### src/hdl/vfns_pkg.sv
`default_nettype none

package vfns_pkg;

    localparam int DIM_BITS = 13;
    localparam int FPS_BITS = 8;

    // area of one format and the widest target area (1280x720 needs 20 bits)
    localparam int AREA_W     = 2 * DIM_BITS;
    localparam int TGT_AREA_W = 20;
    localparam int DIFF_W     = (AREA_W > TGT_AREA_W) ? AREA_W : TGT_AREA_W;

    // fps difference times 10000 (10000 < 2**14)
    localparam int FPS_WEIGHT = 10000;
    localparam int FTERM_W    = FPS_BITS + 14;
    localparam int SCORE_W    = ((DIFF_W > FTERM_W) ? DIFF_W : FTERM_W) + 1;

    localparam int PADDR_W = 4;
    localparam int PDATA_W = 32;

    // nearest-search targets
    localparam int NTGT    = 3;
    localparam int TGT_REQ = 0;
    localparam int TGT_HD  = 1;
    localparam int TGT_SD  = 2;

    localparam int HD_W    = 1280;
    localparam int HD_H    = 720;
    localparam int SD_W    = 640;
    localparam int SD_H    = 480;
    localparam int STD_FPS = 30;

    // acceptance thresholds of the standard-mode chain
    localparam int HD_MIN_W = 960;
    localparam int HD_MIN_H = 540;
    localparam int SD_MIN_W = 480;
    localparam int SD_MIN_H = 360;

    typedef enum logic [1:0] {
        REG_MODE    = 2'd0,
        REG_REQ_W   = 2'd1,
        REG_REQ_H   = 2'd2,
        REG_REQ_FPS = 2'd3
    } reg_idx_t;

    typedef enum logic [2:0] {
        SRC_ECHO = 3'd0,
        SRC_REQ  = 3'd1,
        SRC_HD   = 3'd2,
        SRC_SD   = 3'd3,
        SRC_MAX  = 3'd4
    } sel_src_t;

    typedef struct packed {
        logic [DIM_BITS-1:0] w;
        logic [DIM_BITS-1:0] h;
        logic [FPS_BITS-1:0] fps;
    } fmt_t;

    typedef struct packed {
        logic              mode;
        fmt_t              req;
        logic [AREA_W-1:0] req_area;
    } cfg_t;

    typedef struct packed {
        logic                          has_entry;
        logic                          is_last;
        fmt_t                          fmt;
        logic [AREA_W-1:0]             area;
        logic [NTGT-1:0][FTERM_W-1:0]  fterm;
    } item_t;

    typedef struct packed {
        fmt_t     fmt;
        sel_src_t by;
    } res_t;

    function automatic logic [DIFF_W-1:0] abs_diff(
        input logic [DIFF_W-1:0] a,
        input logic [DIFF_W-1:0] b
    );
        return (a > b) ? (a - b) : (b - a);
    endfunction

    function automatic logic [FTERM_W-1:0] fps_term(
        input logic [FPS_BITS-1:0] fps,
        input logic [FPS_BITS-1:0] tgt
    );
        logic [FPS_BITS-1:0] d;
        d = (fps > tgt) ? (fps - tgt) : (tgt - fps);
        return FTERM_W'(d) * FTERM_W'(FPS_WEIGHT);
    endfunction

endpackage

`default_nettype wire

### src/hdl/vfns_cfg.sv
`default_nettype none

module vfns_cfg
    import vfns_pkg::*;
(
    input  wire                 clk,
    input  wire                 rst_n,
    input  wire                 psel,
    input  wire                 penable,
    input  wire                 pwrite,
    input  wire [PADDR_W-1:0]   paddr,
    input  wire [PDATA_W-1:0]   pwdata,
    output logic [PDATA_W-1:0]  prdata,
    output logic                pready,
    output cfg_t                cfg
);

    logic                mode_reg;
    logic [DIM_BITS-1:0] req_w_reg;
    logic [DIM_BITS-1:0] req_h_reg;
    logic [FPS_BITS-1:0] req_fps_reg;
    logic [AREA_W-1:0]   req_area_reg;
    logic [AREA_W-1:0]   req_area_next;
    logic [DIM_BITS-1:0] w_op;
    logic [DIM_BITS-1:0] h_op;
    reg_idx_t            idx;
    logic                wr;

    assign idx    = reg_idx_t'(paddr[3:2]);
    assign wr     = psel && penable && pwrite;
    assign pready = 1'b1;

    // request area follows the register written in the same edge
    assign w_op = (wr && idx == REG_REQ_W) ? pwdata[DIM_BITS-1:0] : req_w_reg;
    assign h_op = (wr && idx == REG_REQ_H) ? pwdata[DIM_BITS-1:0] : req_h_reg;
    assign req_area_next = AREA_W'(w_op) * AREA_W'(h_op);

    always_ff @(posedge clk or negedge rst_n)
    begin
        if (!rst_n)
        begin
            mode_reg     <= 1'b0;
            req_w_reg    <= '0;
            req_h_reg    <= '0;
            req_fps_reg  <= '0;
            req_area_reg <= '0;
        end
        else if (wr)
        begin
            unique case (idx)
                REG_MODE:    mode_reg    <= pwdata[0];
                REG_REQ_W:   req_w_reg   <= pwdata[DIM_BITS-1:0];
                REG_REQ_H:   req_h_reg   <= pwdata[DIM_BITS-1:0];
                REG_REQ_FPS: req_fps_reg <= pwdata[FPS_BITS-1:0];
                default:     ;
            endcase
            req_area_reg <= req_area_next;
        end
    end

    always_comb
    begin
        unique case (idx)
            REG_MODE:    prdata = PDATA_W'(mode_reg);
            REG_REQ_W:   prdata = PDATA_W'(req_w_reg);
            REG_REQ_H:   prdata = PDATA_W'(req_h_reg);
            REG_REQ_FPS: prdata = PDATA_W'(req_fps_reg);
            default:     prdata = '0;
        endcase
    end

    assign cfg.mode     = mode_reg;
    assign cfg.req.w    = req_w_reg;
    assign cfg.req.h    = req_h_reg;
    assign cfg.req.fps  = req_fps_reg;
    assign cfg.req_area = req_area_reg;

endmodule

`default_nettype wire

### config.mk
export PLATFORM = sky130hd
export DESIGN_NAME = vfns_cfg
export DESIGN_NICKNAME = d
export VERILOG_FILES = /design/src/hdl/vfns_pkg.sv /design/src/hdl/vfns_cfg.sv
export SDC_FILE = /design/constraint.sdc
export NUM_CORES = 1
export LEC_CHECK = 0
export BUFFER_PORTS_ARGS = -buffer_cell sky130_fd_sc_hd__buf_2
export CORE_MARGIN = 2
export CORE_UTILIZATION = 42
export CTS_CLUSTER_SIZE = 20
export DETAILED_ROUTE_END_ITERATION = 8
export SYNTH_ARGS = -nofsm -noshare
export SYNTH_HDL_FRONTEND = slang
export SYNTH_SLANG_ARGS = --single-unit
### constraint.sdc
create_clock -name clk -period 11.5 [get_ports clk]
set_input_delay 0.575 -clock clk [delete_from_list [all_inputs] [get_ports clk]]
set_output_delay 0.575 -clock clk [all_outputs]
set_load 0.1 [all_outputs]
## Word level (Yosys, flattened, before mapping)

Cells that the tools add are included.

| word-level totals | value |
|---|---|
| input bits | 41 |
| register bits after elaboration | 61 |
| output and inout port bits | 94 |

| operators by class | value |
|---|---|
| multipliers | 1 |
| muxes and demuxes | 3 |
| reduce and logical (&&, ||, !) cells | 9 |
| equal/unequal tests | 3 |

Operators by type and width:

| operator | count |
|---|---|
| 32-bit case mux with 4 select lines | 1 |
| 13-bit by 13-bit multiplier with 26-bit output | 1 |
| 13-bit two-way mux | 2 |
| 2-bit AND reduction | 4 |
| 2-bit equality test (second input constant) | 2 |
| 1-bit logical AND | 4 |
| 2-bit by 1-bit equality test with 1-bit output (second input constant) | 1 |
| 2-bit zero test | 1 |

## Logic depth before layout (Yosys ltp)

Gate-level depths: netlist of the first run.

| logic depth | value |
|---|---|
| word-level depth | 5 |
| depth in mapped cells | 26 |
| mapped depth without buffers | 22 |

## Worst setup path after synthesis of the first run

OpenSTA, ideal clock, no wires.

| timing | value |
|---|---|
| kind | input to register |
| start point | in paddr[3] |
| end point | reg req_area_reg[25] |
| cell stages on the path | 23 |
| arrival time | 6.129 ns |
| required time | 11.364 ns |
| buffers on the path | 3 |
| library setup time | 0.136 ns |
| setup slack | 5.235 ns |
| path through | nor2b_1 > nor2b_1 > buf_2 > buf_4 > mux2i_1 > clkbuf_1 > nor2_1 > fa_1 > inv_1 > fa_1 > inv_1 > fa_1 > fa_1 > inv_1 > fa_1 > inv_1 > ha_1 > o21a_2 > o211ai_2 > a221o_2 > o31a_1 > o21ai_0 > o311ai_1 |

| between the ends | value |
|---|---|
| word-level cells in the longest chain between the ends | 4 |
| elaborated cells on any way between the ends | 7 |

Ends and longest elaborated chain:

| what | RTL line | RTL |
|---|---|---|
| start, declared | vfns_cfg.sv:11 | `input wire [PADDR_W-1:0] paddr,` |
| 2-bit by 1-bit equality test with 1-bit output or 2-bit equality test (tied branches) | vfns_cfg.sv:34, vfns_cfg.sv:35 |  |
| 1-bit logical AND (on tied branches) | vfns_cfg.sv:34, vfns_cfg.sv:35 |  |
| 13-bit two-way mux (on tied branches) | vfns_cfg.sv:34, vfns_cfg.sv:35 |  |
| 13-bit by 13-bit multiplier with 26-bit output * | vfns_cfg.sv:36 | `assign req_area_next = AREA_W'(w_op) * AREA_W'(h_op);` |
| end signal, assigned | vfns_cfg.sv:57 | `req_area_reg <= req_area_next;` |
| end, declared | vfns_cfg.sv:22 | `logic [AREA_W-1:0] req_area_reg;` |

Mark *: on every way between the ends. The rest lies on a longest branch, timed or not.
A chain may end at the register's enable or synchronous reset.

## Worst setup path in the final report of the first run

| timing | value |
|---|---|
| start point | in paddr[3] |
| end point | reg req_area_reg[24] |

The elaborated chain is that of the path after synthesis.

==> results of run 1 <==
## layout make-up
| class | instances | area, sq um | area share, % |
|---|---|---|---|
| clock inverter | 6 | 45.0 | 0.492 |
| clock buffer | 10 | 239 | 2.61 |
| multi-input combinational | 604 | 5750 | 62.9 |
| sequential | 61 | 1530 | 16.7 |
| tap | 265 | 332 | 3.62 |
| timing repair buffer | 99 | 510 | 5.58 |
| inverter | 199 | 747 | 8.16 |
## path summary, 6_finish.rpt
path                                 start  slack [ps]                to
setup / recovery                  paddr[3]        3300  req_area_reg[24]
hold / removal                       rst_n         400   req_area_reg[7]
setup reg to reg              req_h_reg[2]        5160  req_area_reg[24]
hold reg to reg            req_area_reg[6]         470   req_area_reg[6]
max in group asynchronous            rst_n       10560     req_h_reg[10]
min in group clk           req_area_reg[6]         470   req_area_reg[6]
## synthesized netlist by cell type, types with 2 or more instances
master | instances | area share [%]
nand2_1 | 118 | 5.4
xor2_1 | 9 | 0.96
xnor2_1 | 10 | 1.1
nand4_1 | 3 | 0.23
a21o_1 | 7 | 0.64
ha_1 | 71 | 11
a221oi_2 | 2 | 0.36
mux2i_1 | 14 | 1.7
conb_1 | 2 | 0.091
inv_1 | 189 | 8.6
o21bai_1 | 3 | 0.27
mux2i_4 | 6 | 1.6
and3_1 | 2 | 0.15
and2_1 | 4 | 0.30
a211oi_1 | 3 | 0.27
inv_2 | 3 | 0.14
nor2_1 | 91 | 4.1
o21a_1 | 5 | 0.46
nor4_1 | 2 | 0.15
clkinv_1 | 7 | 0.32
clkbuf_1 | 9 | 0.41
o31ai_1 | 2 | 0.18
buf_6 | 3 | 0.41
a22o_1 | 12 | 1.3
dfrtp_1 | 61 | 19
nor3_1 | 3 | 0.18
o21ai_0 | 23 | 1.4
a21oi_1 | 18 | 1.1
mux2i_2 | 5 | 0.84
buf_4 | 23 | 2.1
mux2_2 | 22 | 3.0
fa_1 | 121 | 29
buf_2 | 6 | 0.36
nor2b_1 | 3 | 0.23
## critical path, cell delays in order
cell	delay, ps
buf_2	270
nor2b_1	850
nor2b_1	640
buf_4	330
mux2i_1	670
inv_1	430
nand2_1	200
fa_1	450
fa_1	390
inv_1	70
fa_1	440
fa_1	550
inv_1	50
fa_1	470
inv_1	40
ha_1	260
or3_2	470
a21oi_1	290
o211ai_1	290
a211oi_1	310
xor2_1	250
o21ai_0	100
## kinds of logic after synthesis
group                      after synthesis  share of synthesized area, %
buffers and inverters                  242                          12.5
and+or+nand+nor                        233                          11.4
adders and majority gates              192                          40.2
AOI/OAI and AO/OA                       92                          7.82
DFF                                     61                          18.5
muxes                                   48                          7.46
xor gates and xnor gates                19                          2.02
other                                    2                        0.0912
## stage by stage
step	cells	hold WS, ps
after detailed placement	1228	466
after global routing	1244	482
after CTS	1244	439
after global placement	1228	461
final	1244	397
after floorplan	907	279
## layer usage
layer / wire length, microns / global-route usage, %
met3: 1070 / 3.41
met2: 10200 / 33.8
met4: 337 / 5.73
met1: 8010 / 25.1
met5: 0 / 0
## layout by cell type (no fill, tap or decap), types with 4 or more instances in the layout
master,n
and2_1,4
conb_1,20
fa_1,121
xor2_1,9
o21a_1,5
dfrtp_1,61
ha_1,71
buf_2,93
mux2i_1,14
a21oi_1,18
a22o_1,12
buf_4,6
inv_1,189
xnor2_1,10
mux2_2,22
clkinv_1,7
o21ai_0,23
clkbuf_16,9
nand2_1,118
mux2i_2,5
a21o_1,7
mux2i_4,6
nor2_1,91
==> results.json, run 1 <==
{
  "start_util_pct": 42.6,
  "grt_start_max_net_pins": 62,
  "ys_ff_latch": 61,
  "critical_path_class": "in2reg",
  "cts_buffer_depth": 2,
  "clock_sinks": 61,
  "yosysSeqAreaShare_pct": 18.5,
  "grt_overflow": 0,
  "critPathLaunchType": "input port",
  "clock_latency_ps": 350,
  "gp_congestion": 0.892,
  "row_count": 51,
  "rsz0062_at_grt": "false",
  "syn_inst": 889,
  "maxSlewViolCount": 0,
  "finalWorstSetupSlack_ps": 3300,
  "synth-edff-count": 0,
  "die_h_microns": 144,
  "async_flop_share_pct": 100,
  "drive_above_1_share_pct": 16.8,
  "status": "complete, no violations",
  "cts_root_buf": "clkbuf_16",
  "hpwl_mm": 15.7,
  "timing.critical_path.to_type": "flip-flop",
  "fp.coreArea_sq_um": 19300,
  "area_growth_pct": 11.1,
  "drv_cap": 0,
  "tightest_slew_ps": 1210,
  "diodes": 0,
  "dr.pass1.iters": 5,
  "clkTransAtPathRegs_ps": 60,
  "dpl_worst_slack_ps": 3010,
  "finalSetupTns_ps": 0,
  "grt_pass1_vias": 6017,
  "ys_types": 61,
  "ys_warn_count": 0,
  "place_area_sq_um": 8870,
  "grt_pass1_wl_mm": 30.8,
  "synth_area_per_cell_sq_um": 9.27,
  "drc": 0,
  "postCtsSetupRepairBufs": 0,
  "final_nets": 1207,
  "grtUsageTotal_pct": 19.5,
  "hp-class": "in2async",
  "hold_viol_final": 0,
  "wl_mm": 19.6,
  "netlist_area_sq_um": 8240,
  "io_pins": 135,
  "finalSetupViolCount": 0,
  "design.die.area_sq_um": 20700,
  "die_w_microns": 144,
  "largest_register_ffs": 26,
  "routedWlPerCell_microns": 15.8,
  "avgViaCountPerCell": 4.96,
  "path_max_fanout": 13,
  "slew_headroom_pct": 16.7,
  "postLayoutCellArea_sq_um": 9150,
  "post-route-period-util_pct": 71.3,
  "portBuffers": 93,
  "arrival_ps": 8410,
  "ys.flop_type": "dfrtp_1",
  "numCtsBuffers": 9,
  "worstPathRequired_ps": 11710,
  "utilization_pct": 47.3,
  "reg2reg_depth": 18,
  "min_period_ps": 8200,
  "vias": 6170,
  "cts_hold_buf": 0,
  "cts_tree": "built",
  "cts_resized": 0,
  "fillers": 1914,
  "finClkSkew_ps": 11.8,
  "h-tree-depth": 3,
  "drtAntennaViolNets": 0,
  "drt_iter0_drc": 340,
  "antenna_found_initial": 0,
  "clock.fmax_mhz": 122
}
Power of run 1 is not shown: default switching activity piles up to over one toggle a cycle in this logic, so the estimate is an artifact.
==> run 2, diff against run 1 <==
ABC_AREA = 1   (was not set)
clock period = 7 ns   (was 11.5 ns; I/O delays follow)
==> results.json, run 2 <==
{
  "drive_above_1_share_pct": 12.8,
  "numCtsBuffers": 9,
  "h-tree-depth": 3,
  "cts_resized": 0,
  "grt_pass1_wl_mm": 35.2,
  "synth_area_per_cell_sq_um": 7.64,
  "timing.critical_path.to_type": "flip-flop",
  "clock_latency_ps": 350,
  "finalSetupViolCount": 0,
  "grt_start_max_net_pins": 62,
  "async_flop_share_pct": 100,
  "wl_mm": 21.4,
  "grt_overflow": 0,
  "status": "complete, no violations",
  "die_h_microns": 147,
  "drv_cap": 0,
  "finClkSkew_ps": 9.79,
  "ys_types": 33,
  "synthTopCellsByCount": "nand2_1, inv_1, fa_1",
  "tightest_slew_ps": 1050,
  "dr.pass1.iters": 6,
  "die_w_microns": 147,
  "design.die.area_sq_um": 21600,
  "syn_inst": 1125,
  "fp.coreArea_sq_um": 20200,
  "rrSetupSlack_ps": 1300,
  "cts_hold_buf": 0,
  "vias": 7184,
  "finalWorstSetupSlack_ps": 1000,
  "clock_sinks": 61,
  "ys_ff_latch": 61,
  "dp_cells": 1471,
  "stdcell_count": 1487,
  "synth_top_area_cell": "fa_1",
  "drc": 0,
  "critical_path_class": "in2reg",
  "clkTransAtPathRegs_ps": 60,
  "arrival_ps": 6230,
  "drtAntennaViolNets": 0,
  "reg2reg_depth": 20,
  "clock.fmax_mhz": 167,
  "largest_register_ffs": 26,
  "cts_root_buf": "clkbuf_16",
  "hpwl_mm": 17.6,
  "hold_viol_final": 0,
  "routedWlPerCell_microns": 14.4,
  "maxSlewViolCount": 0,
  "critPathLaunchType": "input port",
  "synth_top_area_share_pct": 28.2,
  "final_nets": 1445,
  "row_count": 52,
  "ys.flop_type": "dfrtp_1",
  "area_growth_pct": 10.8,
  "min_period_ps": 6000,
  "synthTopCellsByArea": "fa_1, dfrtp_1, nand2_1",
  "cts_buffer_depth": 2,
  "final_common_cell": "nand2_1",
  "postCtsSetupRepairBufs": 0,
  "path_max_fanout": 38,
  "hp-class": "in2async",
  "portBuffers": 93,
  "io_pins": 135,
  "diodes": 0,
  "slew_headroom_pct": 29.4,
  "gp_congestion": 0.922,
  "grtUsageTotal_pct": 20.8,
  "yosysSeqAreaShare_pct": 17.8,
  "worstReg2RegStart": "req_h_reg[1]",
  "grt_pass1_vias": 7005,
  "avgViaCountPerCell": 4.83,
  "cts_tree": "built",
  "post-route-period-util_pct": 85.7,
  "worstPathRequired_ps": 7230,
  "dpl_worst_slack_ps": 672,
  "finalSetupTns_ps": 0,
  "rsz0062_at_grt": "false",
  "r2r_end": "req_area_reg[22]",
  "synth_most_common_cell": "nand2_1",
  "ys_warn_count": 0,
  "netlist_area_sq_um": 8590,
  "antenna_found_initial": 0,
  "holdWs_ps": 177,
  "start_util_pct": 42.6,
  "drt_iter0_drc": 423,
  "synth-edff-count": 0,
  "final_cell_mix": "nand2_1, inv_1, fa_1, nor2_1, buf_2"
}
## run 2: cell type report
class	count	area, sq um
Inverter	278	1040
Tap cell	270	338
Fill cell	2105	10700
Multi-Input combinational cell	764	5810
Timing Repair Buffer	98	503
Clock inverter	7	75.1
Clock buffer	9	225
Sequential cell	61	1530
## run 2: cell families after synthesis
family	after synthesis	share of synthesized area, %
simple gates	472	21.8
buf+inv	318	15.4
fa+ha+maj	192	38.5
compound gates	70	5.36
flops	61	17.8
xor+xnor	10	1.02
other cells	2	0.0874
## run 2: worst max-delay path by stage
stage	start	end	slack, ps	cells after the start
6_report	penable	req_area_reg[22]	1000	25
5_1_grt	paddr[2]	req_area_reg[21]	590	26
4_1_cts	paddr[2]	req_area_reg[21]	1020	26
3_5_place_dp	paddr[2]	req_area_reg[21]	670	26
3_3_place_gp	paddr[2]	req_area_reg[21]	670	26
2_1_floorplan	req_h_reg[4]	req_area_reg[13]	1600	22
## run 2: stage by stage
| stage | area (sq um) | util, % |
|---|---|---|
| after detailed placement | 9220 | 45.7 |
| final | 9520 | 47.2 |
| after CTS | 9520 | 47.2 |
| after global placement | 9220 | 45.7 |
| after floorplan | 8660 | - |
| after global routing | 9520 | 47.2 |
## run 2: metal layers
| metal | GRT usage [%] | vias to the layer above | part of all wire, % |
|---|---|---|---|
| met4 | 5.53 | 0 | 2.0 |
| met2 | 35.4 | 200 | 50 |
| met1 | 27.3 | 3521 | 42 |
| met5 | 0 | - | 0 |
| met3 | 4.19 | 28 | 6.2 |
| li1 | - | 3435 | - |
## run 2: critical path, cell delays in order
cell and delay, ps:
buf_2 100, nand3_2 100, buf_4 360, nor3_4 50, buf_4 200, o21ai_1 640, inv_2 270, nand2_1 150
fa_1 440, fa_1 530, inv_1 60, fa_1 480, fa_1 490, inv_1 50, fa_1 470, inv_1 40
ha_1 330, nand2_1 160, inv_1 50, a21oi_1 270, nand3_1 220, nand2_1 150, nand3_1 80, nand3_1 80
nand2_1 70
Power of run 2 is left out for the same reason.
