File: config.mk
export PLATFORM = sky130hd
export DESIGN_NAME = vfns_track
export DESIGN_NICKNAME = d
export VERILOG_FILES = /design/src/hdl/vfns_pkg.sv /design/src/hdl/vfns_track.sv
export SDC_FILE = /design/constraint.sdc
export NUM_CORES = 1
export LEC_CHECK = 0
export ABC_AREA = 1
export BUFFER_PORTS_ARGS = -buffer_cell sky130_fd_sc_hd__buf_2
export CELL_PAD_IN_SITES_DETAIL_PLACEMENT = 1
export CELL_PAD_IN_SITES_GLOBAL_PLACEMENT = 1
export CORE_ASPECT_RATIO = 2
export CORE_MARGIN = 5
export CORE_UTILIZATION = 30
export CTS_BUF_LIST = sky130_fd_sc_hd__clkbuf_8
export CTS_CLUSTER_DIAMETER = 200
export DETAILED_ROUTE_END_ITERATION = 7
export GPL_TIMING_DRIVEN = 0
export MAX_ROUTING_LAYER = met4
export PLACE_DENSITY_LB_ADDON = 0.1
export SLEW_MARGIN = 15
export SYNTH_ARGS = -nofsm -noshare
export SYNTH_HDL_FRONTEND = slang
export SYNTH_SLANG_ARGS = --single-unit
File: constraint.sdc
create_clock -name clk -period 21.3 [get_ports clk]
set_clock_uncertainty 0.2 [all_clocks]
set_input_delay 4.26 -clock clk [delete_from_list [all_inputs] [get_ports clk]]
set_output_delay 4.26 -clock clk [all_outputs]
set_load 0.05 [all_outputs]
File: src/hdl/vfns_pkg.sv
`default_nettype none

package vfns_pkg;

    localparam int DIM_BITS = 13;
    localparam int FPS_BITS = 8;

    // area of one format and the widest target area (1280x720 needs 20 bits)
    localparam int AREA_W     = 2 * DIM_BITS;
    localparam int TGT_AREA_W = 20;
    localparam int DIFF_W     = (AREA_W > TGT_AREA_W) ? AREA_W : TGT_AREA_W;

    // fps difference times 10000 (10000 < 2**14)
    localparam int FPS_WEIGHT = 10000;
    localparam int FTERM_W    = FPS_BITS + 14;
    localparam int SCORE_W    = ((DIFF_W > FTERM_W) ? DIFF_W : FTERM_W) + 1;

    localparam int PADDR_W = 4;
    localparam int PDATA_W = 32;

    // nearest-search targets
    localparam int NTGT    = 3;
    localparam int TGT_REQ = 0;
    localparam int TGT_HD  = 1;
    localparam int TGT_SD  = 2;

    localparam int HD_W    = 1280;
    localparam int HD_H    = 720;
    localparam int SD_W    = 640;
    localparam int SD_H    = 480;
    localparam int STD_FPS = 30;

    // acceptance thresholds of the standard-mode chain
    localparam int HD_MIN_W = 960;
    localparam int HD_MIN_H = 540;
    localparam int SD_MIN_W = 480;
    localparam int SD_MIN_H = 360;

    typedef enum logic [1:0] {
        REG_MODE    = 2'd0,
        REG_REQ_W   = 2'd1,
        REG_REQ_H   = 2'd2,
        REG_REQ_FPS = 2'd3
    } reg_idx_t;

    typedef enum logic [2:0] {
        SRC_ECHO = 3'd0,
        SRC_REQ  = 3'd1,
        SRC_HD   = 3'd2,
        SRC_SD   = 3'd3,
        SRC_MAX  = 3'd4
    } sel_src_t;

    typedef struct packed {
        logic [DIM_BITS-1:0] w;
        logic [DIM_BITS-1:0] h;
        logic [FPS_BITS-1:0] fps;
    } fmt_t;

    typedef struct packed {
        logic              mode;
        fmt_t              req;
        logic [AREA_W-1:0] req_area;
    } cfg_t;

    typedef struct packed {
        logic                          has_entry;
        logic                          is_last;
        fmt_t                          fmt;
        logic [AREA_W-1:0]             area;
        logic [NTGT-1:0][FTERM_W-1:0]  fterm;
    } item_t;

    typedef struct packed {
        fmt_t     fmt;
        sel_src_t by;
    } res_t;

    function automatic logic [DIFF_W-1:0] abs_diff(
        input logic [DIFF_W-1:0] a,
        input logic [DIFF_W-1:0] b
    );
        return (a > b) ? (a - b) : (b - a);
    endfunction

    function automatic logic [FTERM_W-1:0] fps_term(
        input logic [FPS_BITS-1:0] fps,
        input logic [FPS_BITS-1:0] tgt
    );
        logic [FPS_BITS-1:0] d;
        d = (fps > tgt) ? (fps - tgt) : (tgt - fps);
        return FTERM_W'(d) * FTERM_W'(FPS_WEIGHT);
    endfunction

endpackage

`default_nettype wire

File: src/hdl/vfns_track.sv
`default_nettype none

module vfns_track
    import vfns_pkg::*;
(
    input  wire         clk,
    input  wire         rst_n,
    input  wire         fire,
    input  wire item_t  item,
    input  wire cfg_t   cfg,
    output res_t        res
);

    logic                any_seen_reg;
    logic                any_seen_next;
    logic [SCORE_W-1:0]  best_score_reg [NTGT];
    fmt_t                best_fmt_reg   [NTGT];
    fmt_t                best_fmt_next  [NTGT];
    logic [SCORE_W-1:0]  score          [NTGT];
    logic [DIFF_W-1:0]   tgt_area       [NTGT];
    logic [NTGT-1:0]     take;
    fmt_t                max_fmt_reg;
    fmt_t                max_fmt_next;
    logic [AREA_W-1:0]   max_area_reg;
    logic                take_max;
    logic                first;
    logic                seen;

    assign first = !any_seen_reg;
    assign seen  = any_seen_reg || item.has_entry;

    assign tgt_area[TGT_REQ] = DIFF_W'(cfg.req_area);
    assign tgt_area[TGT_HD]  = DIFF_W'(HD_W * HD_H);
    assign tgt_area[TGT_SD]  = DIFF_W'(SD_W * SD_H);

    // three nearest searches; strict improvement so the first of a tie stays
    always_comb
    begin
        for (int t = 0; t < NTGT; t++)
        begin
            score[t] = SCORE_W'(abs_diff(DIFF_W'(item.area), tgt_area[t]))
                     + SCORE_W'(item.fterm[t]);
            take[t]  = item.has_entry && (first || score[t] < best_score_reg[t]);
            best_fmt_next[t] = take[t] ? item.fmt : best_fmt_reg[t];
        end
    end

    // largest area, higher fps breaks an area tie
    assign take_max = item.has_entry &&
                      (first || item.area > max_area_reg ||
                       (item.area == max_area_reg && item.fmt.fps > max_fmt_reg.fps));
    assign max_fmt_next = take_max ? item.fmt : max_fmt_reg;

    always_comb
    begin
        if (!seen)
        begin
            res.fmt = cfg.req;
            res.by  = SRC_ECHO;
        end
        else if (!cfg.mode)
        begin
            res.fmt = best_fmt_next[TGT_REQ];
            res.by  = SRC_REQ;
        end
        else if (32'(best_fmt_next[TGT_HD].w) >= 32'(HD_MIN_W) &&
                 32'(best_fmt_next[TGT_HD].h) >= 32'(HD_MIN_H))
        begin
            res.fmt = best_fmt_next[TGT_HD];
            res.by  = SRC_HD;
        end
        else if (32'(best_fmt_next[TGT_SD].w) >= 32'(SD_MIN_W) &&
                 32'(best_fmt_next[TGT_SD].h) >= 32'(SD_MIN_H))
        begin
            res.fmt = best_fmt_next[TGT_SD];
            res.by  = SRC_SD;
        end
        else if (cfg.req.w != '0 && cfg.req.h != '0)
        begin
            res.fmt = best_fmt_next[TGT_REQ];
            res.by  = SRC_REQ;
        end
        else
        begin
            res.fmt = max_fmt_next;
            res.by  = SRC_MAX;
        end
    end

    // the last item closes the list; bests are overwritten by the next first entry
    assign any_seen_next = item.is_last ? 1'b0 : seen;

    always_ff @(posedge clk or negedge rst_n)
    begin
        if (!rst_n)
        begin
            any_seen_reg <= 1'b0;
        end
        else if (fire)
        begin
            any_seen_reg <= any_seen_next;
        end
    end

    always_ff @(posedge clk)
    begin
        if (fire)
        begin
            for (int t = 0; t < NTGT; t++)
            begin
                if (take[t])
                begin
                    best_score_reg[t] <= score[t];
                    best_fmt_reg[t]   <= item.fmt;
                end
            end
            if (take_max)
            begin
                max_fmt_reg  <= item.fmt;
                max_area_reg <= item.area;
            end
        end
    end

endmodule

`default_nettype wire

# Word level (Yosys, flattened, before mapping)
# Memories as Yosys holds them, arrays and structs flattened.
# Index checks and enable logic that the tools add are counted.
# W data, S select, Z words.
[totals]
ff_bits = 61
mem_bits_rw = 183
in_bits = 192
out_inout_bits = 37
word_cells = 69
memories = 2
[op_classes]
addsub = 9
magnitude_cmp = 12
eq_ne = 1
muxes = 22
reduce_logical = 18
[mem_list]
columns = ["name", "depth", "word_bits", "rd", "rd_ports_with_merged_regs", "wr", "line_no", "text"]
rows = [
  ["best_fmt_reg", 3, 34, 3, 0, 3, "vfns_track.sv:17", "fmt_t best_fmt_reg [NTGT];"],
  ["best_score_reg", 3, 27, 3, 0, 3, "vfns_track.sv:16", "logic [SCORE_W-1:0] best_score_reg [NTGT];"],
]
[ops]
columns = ["cell", "n"]
rows = [
  ["$mux W37", 5],
  ["$mux W34", 4],
  ["$add A26 B22 Y27", 3],
  ["$lt A27 B27 Y1", 3],
  ["$mux W26", 3],
  ["$gt A26 B26 Y1", 2],
  ["$sub A26 B26 Y26", 2],
  ["$eq A26 B26 Y1", 1],
  ["$ge A13 B10 Y1 const B", 2],
  ["$ge A13 B9 Y1 const B", 2],
  ["$gt A26 B19 Y1 const B", 1],
  ["$gt A26 B20 Y1 const B", 1],
  ["$reduce_bool A13 Y1", 2],
  ["$sub A19 B26 Y26 const A", 1],
  ["$sub A20 B26 Y26 const A", 1],
  ["$sub A26 B19 Y26 const B", 1],
  ["$sub A26 B20 Y26 const B", 1],
  ["$mux W1", 10],
  ["$gt A8 B8 Y1", 1],
  ["$logic_and A1 B1 Y1", 8],
  ["$logic_or A1 B1 Y1", 6],
  ["$reduce_and A2 Y1", 1],
  ["$logic_not A1 Y1", 1],
]

# Longest topological paths before layout
# Gate-level depths: netlist (run 1).
[depth]
ltp_word = 13
depth_mapped = 51
depth_no_buf = 48

# Worst setup path after synthesis (run 1)
# OpenSTA, ideal clock, no wires.
[synth_path]
path_kind = "input-to-output"
from = "in item[84] in the netlist's numbering"
to = "out res[20] in the netlist's numbering"
arrival_ns = 11.076
required_time_ns = 16.840
setup_slack_ns = 5.764
cell_stages = 46
path_buffers = 5
path_cell_list = "clkbuf_1 -> inv_1 -> ha_1 -> nand2_1 -> nor2_1 -> inv_1 -> nor3_2 -> nand2_1 -> nand3_1 -> nand3_1 -> nand2_1 -> nand2_1 -> buf_2 -> buf_2 -> o21ai_0 -> inv_1 -> fa_1 -> o21ai_0 -> (+10 left out) -> ha_1 -> a21oi_1 -> nor2_1 -> a211oi_1 -> o21ai_0 -> a21oi_1 -> nand2_1 -> nand2_1 -> nand2_1 -> buf_2 -> buf_1 -> nand2_1 -> o21ai_0 -> o21ai_0 -> nand2_1 -> nand3_2 -> nand2_1 -> a21oi_1"
[synth_rtl]
columns = ["element", "line_no", "text"]
rows = [
  ["start, declared", "vfns_track.sv:9", "input wire item_t item,"],
  ["end, declared", "vfns_track.sv:11", "output res_t res"],
]

==> results of run 1 <==
==> cells in the final DEF (no fill, tap or decap), types with 6 or more instances in the layout <==
cell      instances
xnor2_1          35
o21bai_1          6
nand3_1         213
a21oi_1         252
edfxtp_1        243
buf_12            6
a21oi_2           7
o211ai_1         15
a21o_1           11
clkbuf_1         34
diode_2          14
xor2_1           96
o21ai_1          11
clkinv_1         38
o21ai_0         242
nor4_1           12
buf_2           253
nor3_1           25
ha_1            237
nand3_2          11
nand2_1         599
nand2_4           7
clkinv_2          6
nand3b_1         24
buf_6            14
buf_1             9
o21a_1           12
o22ai_1           7
clkbuf_8         47
inv_1           550
nand2_2           6
and2_1           36
a31oi_1          11
nor2_1          205
nand4_1          17
==> worst reg2reg max path, delay by kind of cell, from the launching register on <==
family	cells	cell delay [ns]
and+or+nand+nor	10	1.76
buffers and inverters	5	1.27
DFF	1	0.36
adders and majority gates	1	0.24
==> layout make-up <==
type	count	area, µm²	area share
Tap cell	1008	1261	0.04830
Timing Repair Buffer	235	1334	0.05108
Antenna cell	14	35.03	0.001342
Clock buffer	47	646.9	0.02477
Inverter	561	2106	0.08065
Buffer	87	476.7	0.01826
Clock inverter	41	261.5	0.01002
Multi-Input combinational cell	2148	12670	0.4851
Sequential cell	244	7322	0.2804
==> logic make-up after synthesis <==
family	after synthesis	share of synthesized area
AO/OA/AOI/OAI	598	0.1433
XOR/XNOR	131	0.05090
adder cells (fa/ha/maj)	242	0.1360
buffers and inverters	648	0.1146
flip-flops	244	0.3248
multiplexers	3	0.001332
AND/OR/NAND/NOR	1174	0.2291
==> cell usage after synthesis, types with 3 or more instances <==
cell	instances
inv_1	536
nand3_1	213
and3_1	4
o211ai_1	15
o21ai_1	11
buf_1	9
mux2i_1	3
edfxtp_1	243
a21o_1	11
nor3_2	3
a21boi_0	4
a211oi_1	4
o21bai_1	6
nor3_1	25
a21oi_2	7
nand3b_1	24
o21ai_2	4
nor4_1	12
and2_1	36
o21ai_0	242
ha_1	237
o21a_1	12
a221oi_1	4
o22ai_1	7
clkinv_1	23
fa_1	5
nor2_1	209
nand2_4	7
a21oi_1	252
nand2_2	6
nor2_2	4
clkbuf_1	34
nand4_1	17
a31oi_1	11
buf_4	3
buf_2	27
nand2_1	599
buf_6	14
xor2_1	96
nand3_2	11
xnor2_1	35
==> where the power goes <==
group / switching (µW) / total [µW] / internal, µW
logic: 543 / 813 / 271
registers: 10.8 / 604 / 593
clock network: 244 / 488 / 244
==> layer usage <==
layer | share of wire | up-vias | GRT usage
li1 | - | 10608 | -
met1 | 0.34 | 10148 | 0.2126
met2 | 0.56 | 455 | 0.4597
met3 | 0.037 | 207 | 0.03120
met4 | 0.057 | 0 | 0.1131
met5 | 0 | - | -
==> through the flow <==
stage	utilization	total power, µW	hold slack, ns	area, µm²	worst slack, ns
finish	0.3491	1905	0.4419	26110	3.150
global route	0.3490	2056	0.4695	26110	2.092
CTS	0.3486	1952	0.4444	26080	2.781
detailed placement	0.3365	1441	0.4223	25170	2.818
global placement	0.3333	1409	0.4171	24930	2.951
floorplan	-	1162	0.3979	22540	5.764
==> worst paths after layout <==
| kind | to | startpoint | cells after the start | slack (ns) |
|---|---|---|---|---|
| worst max-delay path | res[22] | item[83] | 51 | 3.15 |
| worst min-delay path | max_fmt_reg[26]$_DFFE_PP_ | max_fmt_reg[26]$_DFFE_PP_ | 3 | 0.44 |
| worst max register to register | best_score_reg[0][29]$_DFFE_PP_ | best_score_reg[0][37]$_DFFE_PP_ | 16 | 17.14 |
| worst min register to register | max_fmt_reg[26]$_DFFE_PP_ | max_fmt_reg[26]$_DFFE_PP_ | 3 | 0.44 |
| max in group asynchronous | any_seen_reg$_DFFE_PN0P_ | rst_n | 1 | 17.66 |
| min in group asynchronous | any_seen_reg$_DFFE_PN0P_ | rst_n | 1 | 3.15 |
==> impl_metrics.csv, run 1 <==
group,metric,value,unit
yosys,synth-edff-count,243,
floorplanning,initial_core_util,0.3014,
timing,maxSlewHeadroom,0.2065,
floorplanning,coreArea,74800,µm²
yosys,synth_area_leader_cell,"edfxtp_1",
drt,ant_nets,0,
yosys,synth.area.top_cells,"edfxtp_1, ha_1, nand2_1, inv_1, a21oi_1",
run_status,status,"finished clean",
flow_run,max-cap-violations,0,
yosys,synth_top_flop_cell,"edfxtp_1",
worst_setup_path,cpMostUsedCell,"nand2_1",
yosys,ys_async_sr_fraction,0.004098,
cts,hold_buffers,0,
timing,max_freq,55.10,MHz
floorplanning,rows,142,
grt,grt_usage,0.2318,
cts,clkTransAtPathRegs,0.06,ns
yosys,synth_area,22540,µm²
drt,remaining_drc_errors,0,
drt,wire_per_inst,21.30,µm
drt,initialDrtViolationCount,701,
power,vdd_drop_max,0.03979,mV
drt,drtPass1Iterations,5,
worst_setup_path,cp_max_fo,10,
grt,grt_pass1_wl,138.8,mm
cells_and_area,area_growth,15.83,%
floorplanning,pin_count,229,
yosys,yosys_register_bits,244,
place,numPortBuffers,226,
place,dp_hpwl,78.75,mm
floorplanning,die_w,203.8,µm
cts,cts_buffers,47,
worst_setup_path,cp-end-kind,"output port",
grt,grt-ovfl-total,0,
worst_setup_path,crit_arrival,13.69,ns
drt,num_vias,21418,
timing,tightest_slew,1.190,ns
timing,finalCritPeriodShare,0.8521,
worst_setup_path,worstSetupPathType,"in -> out",
worst_setup_path,max_stage_delay,0.44,ns
timing,hold_viol,0,
drt,drt-total-wl,93.38,mm
cells_and_area,largest_reg_flops,102,
cells_and_area,fin_nets,3758,
cts,cts_root_buf,"clkbuf_8",
timing,setup_violations,0,
cells_and_area,final-instance-count-excl-fill,4385,
yosys,synth_nets,3474,
worst_setup_path,critPathTopFamily,"compound AO/OA/AOI/OAI gates",
yosys,synth_top_cell_area_share,0.3237,
cells_and_area,layout-drive-gt1-share,0.1163,
worst_setup_path,startpoint_type,"primary input",
cts,clockBufferDepth,3,
power,p_leak,0.01259,µW
grt,antenna_found_initial,14,
yosys,synth.avg_cell_area,7.415,µm²
yosys,yosysWarnings,0,
grt,grt_max_degree,36,
timing,fin_crit,18.15,ns
yosys,yosysUniqueCellTypes,51,
worst_setup_path,cp_num_buf_inv,9,
drt,via_per_inst,4.884,
min_path,hold_path_class,"reg -> reg",
cts,post_cts_buffers,0,
yosys,yosysSeqAreaShare,0.3248,
floorplanning,die_area,81050,µm²
cts,cts_resized,0,
cts,clk_latency,0.66,ns
worst_setup_path,crit_slowest_cell,"clkbuf_1",
place,gp_congestion,0.9187,
timing,rsz0062_at_grt,"no",
floorplanning,die_y,397.7,µm
place,dp.cells,4283,
worst_setup_path,cp.required,16.84,ns
cts,cts_tree,"yes",
cts,clock-sinks,244,
yosys,syn_inst,3040,
power,p_per_area,72.97,nW/µm²
cts,htreeDepth,2,
grt,grt_pass1_vias,23471,
cells_and_area,fillCellCount,9332,
timing,setup-tns-final,0,ns
timing,slew_viol_final,0,
(Power assumes the default switching activity.)
==> inputs of run 2 (changes only) <==
ABC_AREA = default   (was 1)
GPL_TIMING_DRIVEN = default   (was 0)
==> run 2 against run 1 <==
Net effect:
- first-iteration DRC count increased by 3.1%
- sequential cell count unchanged
- combinational power increased by 20%
- worst setup slack got worse by 0.79 ns
- global-route usage decreased by 3.4 points
- fmax decreased by 4.2%
- core utilization decreased by 0.39 points
- critical path depth decreased by 17
- largest power group unchanged
- clock power decreased by 4.3%
- synthesized area decreased by 7.3%
- design area decreased by 8.2%
- power increased by 10%
==> impl_metrics.csv, run 2 <==
group,metric,value,unit
run_status,status,"finished clean",
min_path,hold_path_class,"reg -> reg",
timing,hold_viol,0,
power,power_frac_clock,0.222,
cts,htreeDepth,2,
yosys,synth_area_leader_cell,"edfxtp_1",
drt,via_per_inst,5.287,
yosys,synthTopCellsByCount,"edfxtp_1, ha_1, inv_1, nor2_1, nand2_1",
power,cell_internal_pwr,1228,µW
power,p_per_area,87.80,nW/µm²
cells_and_area,final_common_cell,"edfxtp_1",
timing,setup_violations,0,
cts,cts_buffers,45,
cts,cts_resized,0,
power,pwr-share-comb,0.465,
floorplanning,coreArea,69420,µm²
yosys,yosys_register_bits,244,
drt,num_vias,17897,
cells_and_area,final_cell_mix,"edfxtp_1, ha_1, inv_1, buf_2, nor2_1",
grt,grt_pass1_vias,19009,
yosys,synth.avg_cell_area,9.387,µm²
yosys,synth_top_flop_cell,"edfxtp_1",
grt,grt-ovfl-total,0,
yosys,synth-edff-count,243,
drt,drt-total-wl,74.67,mm
floorplanning,die_y,383.1,µm
cells_and_area,fillCellCount,8108,
cts,clock-sinks,244,
worst_setup_path,cp-end-kind,"output port",
floorplanning,die_w,196.6,µm
worst_setup_path,startpoint_type,"primary input",
yosys,yosysWarnings,0,
floorplanning,pin_count,229,
place,dp_hpwl,57.23,mm
cts,post_cts_buffers,0,
yosys,synth_area,20890,µm²
cts,clk_latency,0.65,ns
drt,remaining_drc_errors,0,
drt,drtPass1Iterations,5,
cells_and_area,layout-drive-gt1-share,0.1526,
grt,antenna_found_initial,9,
yosys,synth_most_common_cell,"edfxtp_1",
drt,ant_nets,0,
cells_and_area,area_growth,14.72,%
drt,wire_per_inst,22.06,µm
cts,cts_tree,"yes",
grt,grt_max_degree,45,
timing,tightest_slew,1.181,ns
power,p_total,2104,µW
floorplanning,initial_core_util,0.3008,
cells_and_area,fin_nets,2869,
timing,fin_crit,18.94,ns
cts,clockBufferDepth,3,
power,switching_share,0.4165,
cts,hold_buffers,0,
yosys,syn_inst,2225,
cts,cts_root_buf,"clkbuf_8",
worst_setup_path,worstSetupPathType,"in -> out",
grt,grt_usage,0.1976,
timing,setup-tns-final,0,ns
worst_setup_path,max_stage_delay,0.71,ns
cells_and_area,final-seq-area,7322,µm²
yosys,yosysUniqueCellTypes,81,
worst_setup_path,crit_slowest_cell,"nor4_1",
power,p_leak,0.01031,µW
cells_and_area,fin_util,0.3451,
grt,grt_pass1_wl,112.8,mm
cells_and_area,multiInputGateArea,12500,µm²
timing,slew_viol_final,0,
drt,initialDrtViolationCount,723,
timing,finalCritPeriodShare,0.8891,
timing,maxSlewHeadroom,0.2108,
worst_setup_path,crit_arrival,14.48,ns
flow_run,max-cap-violations,0,
power,p_seq_frac,0.314,
yosys,synth.area.top_cells,"edfxtp_1, ha_1, mux2i_1, xnor2_1, inv_1",
power,vdd_drop_max,0.04497,mV
place,numPortBuffers,228,
floorplanning,die_area,75310,µm²
yosys,ys_async_sr_fraction,0.004098,
timing,rsz0062_at_grt,"no",
worst_setup_path,cp_max_fo,34,
timing,max_freq,52.80,MHz
yosys,synth_top_cell_area_share,0.3494,
floorplanning,rows,137,
place,gp_congestion,0.8193,
yosys,synth_nets,2659,
yosys,yosysSeqAreaShare,0.3506,
worst_setup_path,cp.required,16.84,ns
cts,clkTransAtPathRegs,0.06,ns
cells_and_area,largest_reg_flops,102,
power,switching_power,876.1,µW
[run 2: changes by cell type after synthesis, sizes merged, moves of 80 or more]
cell | before | now
a21oi | 259 | 149
inv | 538 | 219
mux2i | 3 | 107
nand2 | 613 | 150
nand3 | 224 | 68
o21ai | 257 | 97
xnor2 | 35 | 115
[run 2: cell families (layout without fill, tap and decap cells)]
group,Yosys count,after routing,share of synthesized area
AO/OA/AOI/OAI,579,579,0.1894
multiplexers,140,140,0.06908
XOR/XNOR,135,135,0.05661
other,0,12,0
adder cells (fa/ha/maj),242,242,0.1468
AND/OR/NAND/NOR,581,581,0.1320
flip-flops,244,244,0.3506
buffers and inverters,304,549,0.05548
[run 2: power by group through the flow]
stage | sequential [µW] | combinational, µW | clock, µW
finish | 660 | 977 | 467
global route | 666 | 1090 | 512
CTS | 660 | 993 | 495
detailed placement | 670 | 989 | 0
global placement | 668 | 977 | 0
floorplan | 664 | 687 | 0
[run 2: layout make-up]
type | count | share of cell area
diodes | 12 | 0.001253
clock buffers | 45 | 0.02585
clock inverters | 37 | 0.01044
inverters | 220 | 0.03447
multi-input cells | 1677 | 0.5216
flip-flops and latches | 244 | 0.3056
well taps | 903 | 0.04716
repair buffers | 247 | 0.05358
[run 2: worst paths after layout]
| check | startpoint | slack, ns | cells after the start | endpoint |
|---|---|---|---|---|
| setup / recovery | item[80] | 2.36 | 34 | res[11] |
| hold / removal | max_fmt_reg[19]$_DFFE_PP_ | 0.38 | 1 | max_fmt_reg[19]$_DFFE_PP_ |
| setup reg to reg | best_score_reg[0][15]$_DFFE_PP_ | 16.40 | 10 | best_score_reg[0][0]$_DFFE_PP_ |
| hold reg to reg | max_fmt_reg[19]$_DFFE_PP_ | 0.38 | 1 | max_fmt_reg[19]$_DFFE_PP_ |
| max in group asynchronous | rst_n | 17.64 | 1 | any_seen_reg$_DFFE_PN0P_ |
| min in group asynchronous | rst_n | 3.18 | 1 | any_seen_reg$_DFFE_PN0P_ |
[run 2: layer usage]
layer  vias to the layer above  wire [µm]  track usage
met1                      8773      33990       0.2527
met3                       100       2758      0.02838
met2                       316      35620       0.3245
met4                         0       2304      0.06104
li1                       8708          -            -
met5                         -          0            -
[run 2: critical path, delay by kind of cell]
family | cells | cell delay (ns)
buf+inv | 6 | 1.94
xor+xnor | 2 | 0.37
simple gates | 10 | 2.95
mux | 1 | 0.45
compound gates | 12 | 3.17
fa+ha+maj | 3 | 1.22
[run 2: through the flow]
| step | instances | area [µm²] | worst slack, ns | hold slack (ns) |
|---|---|---|---|---|
| final | 3385 | 23960 | 2.362 | 0.3847 |
| after global routing | 3383 | 23950 | 1.722 | 0.3987 |
| after CTS | 3373 | 23930 | 2.200 | 0.3852 |
| after detailed placement | 3291 | 23060 | 2.205 | 0.3703 |
| after global placement | 3291 | 23060 | 2.283 | 0.3670 |
| after floorplan | 2225 | 20890 | 4.334 | 0.3523 |
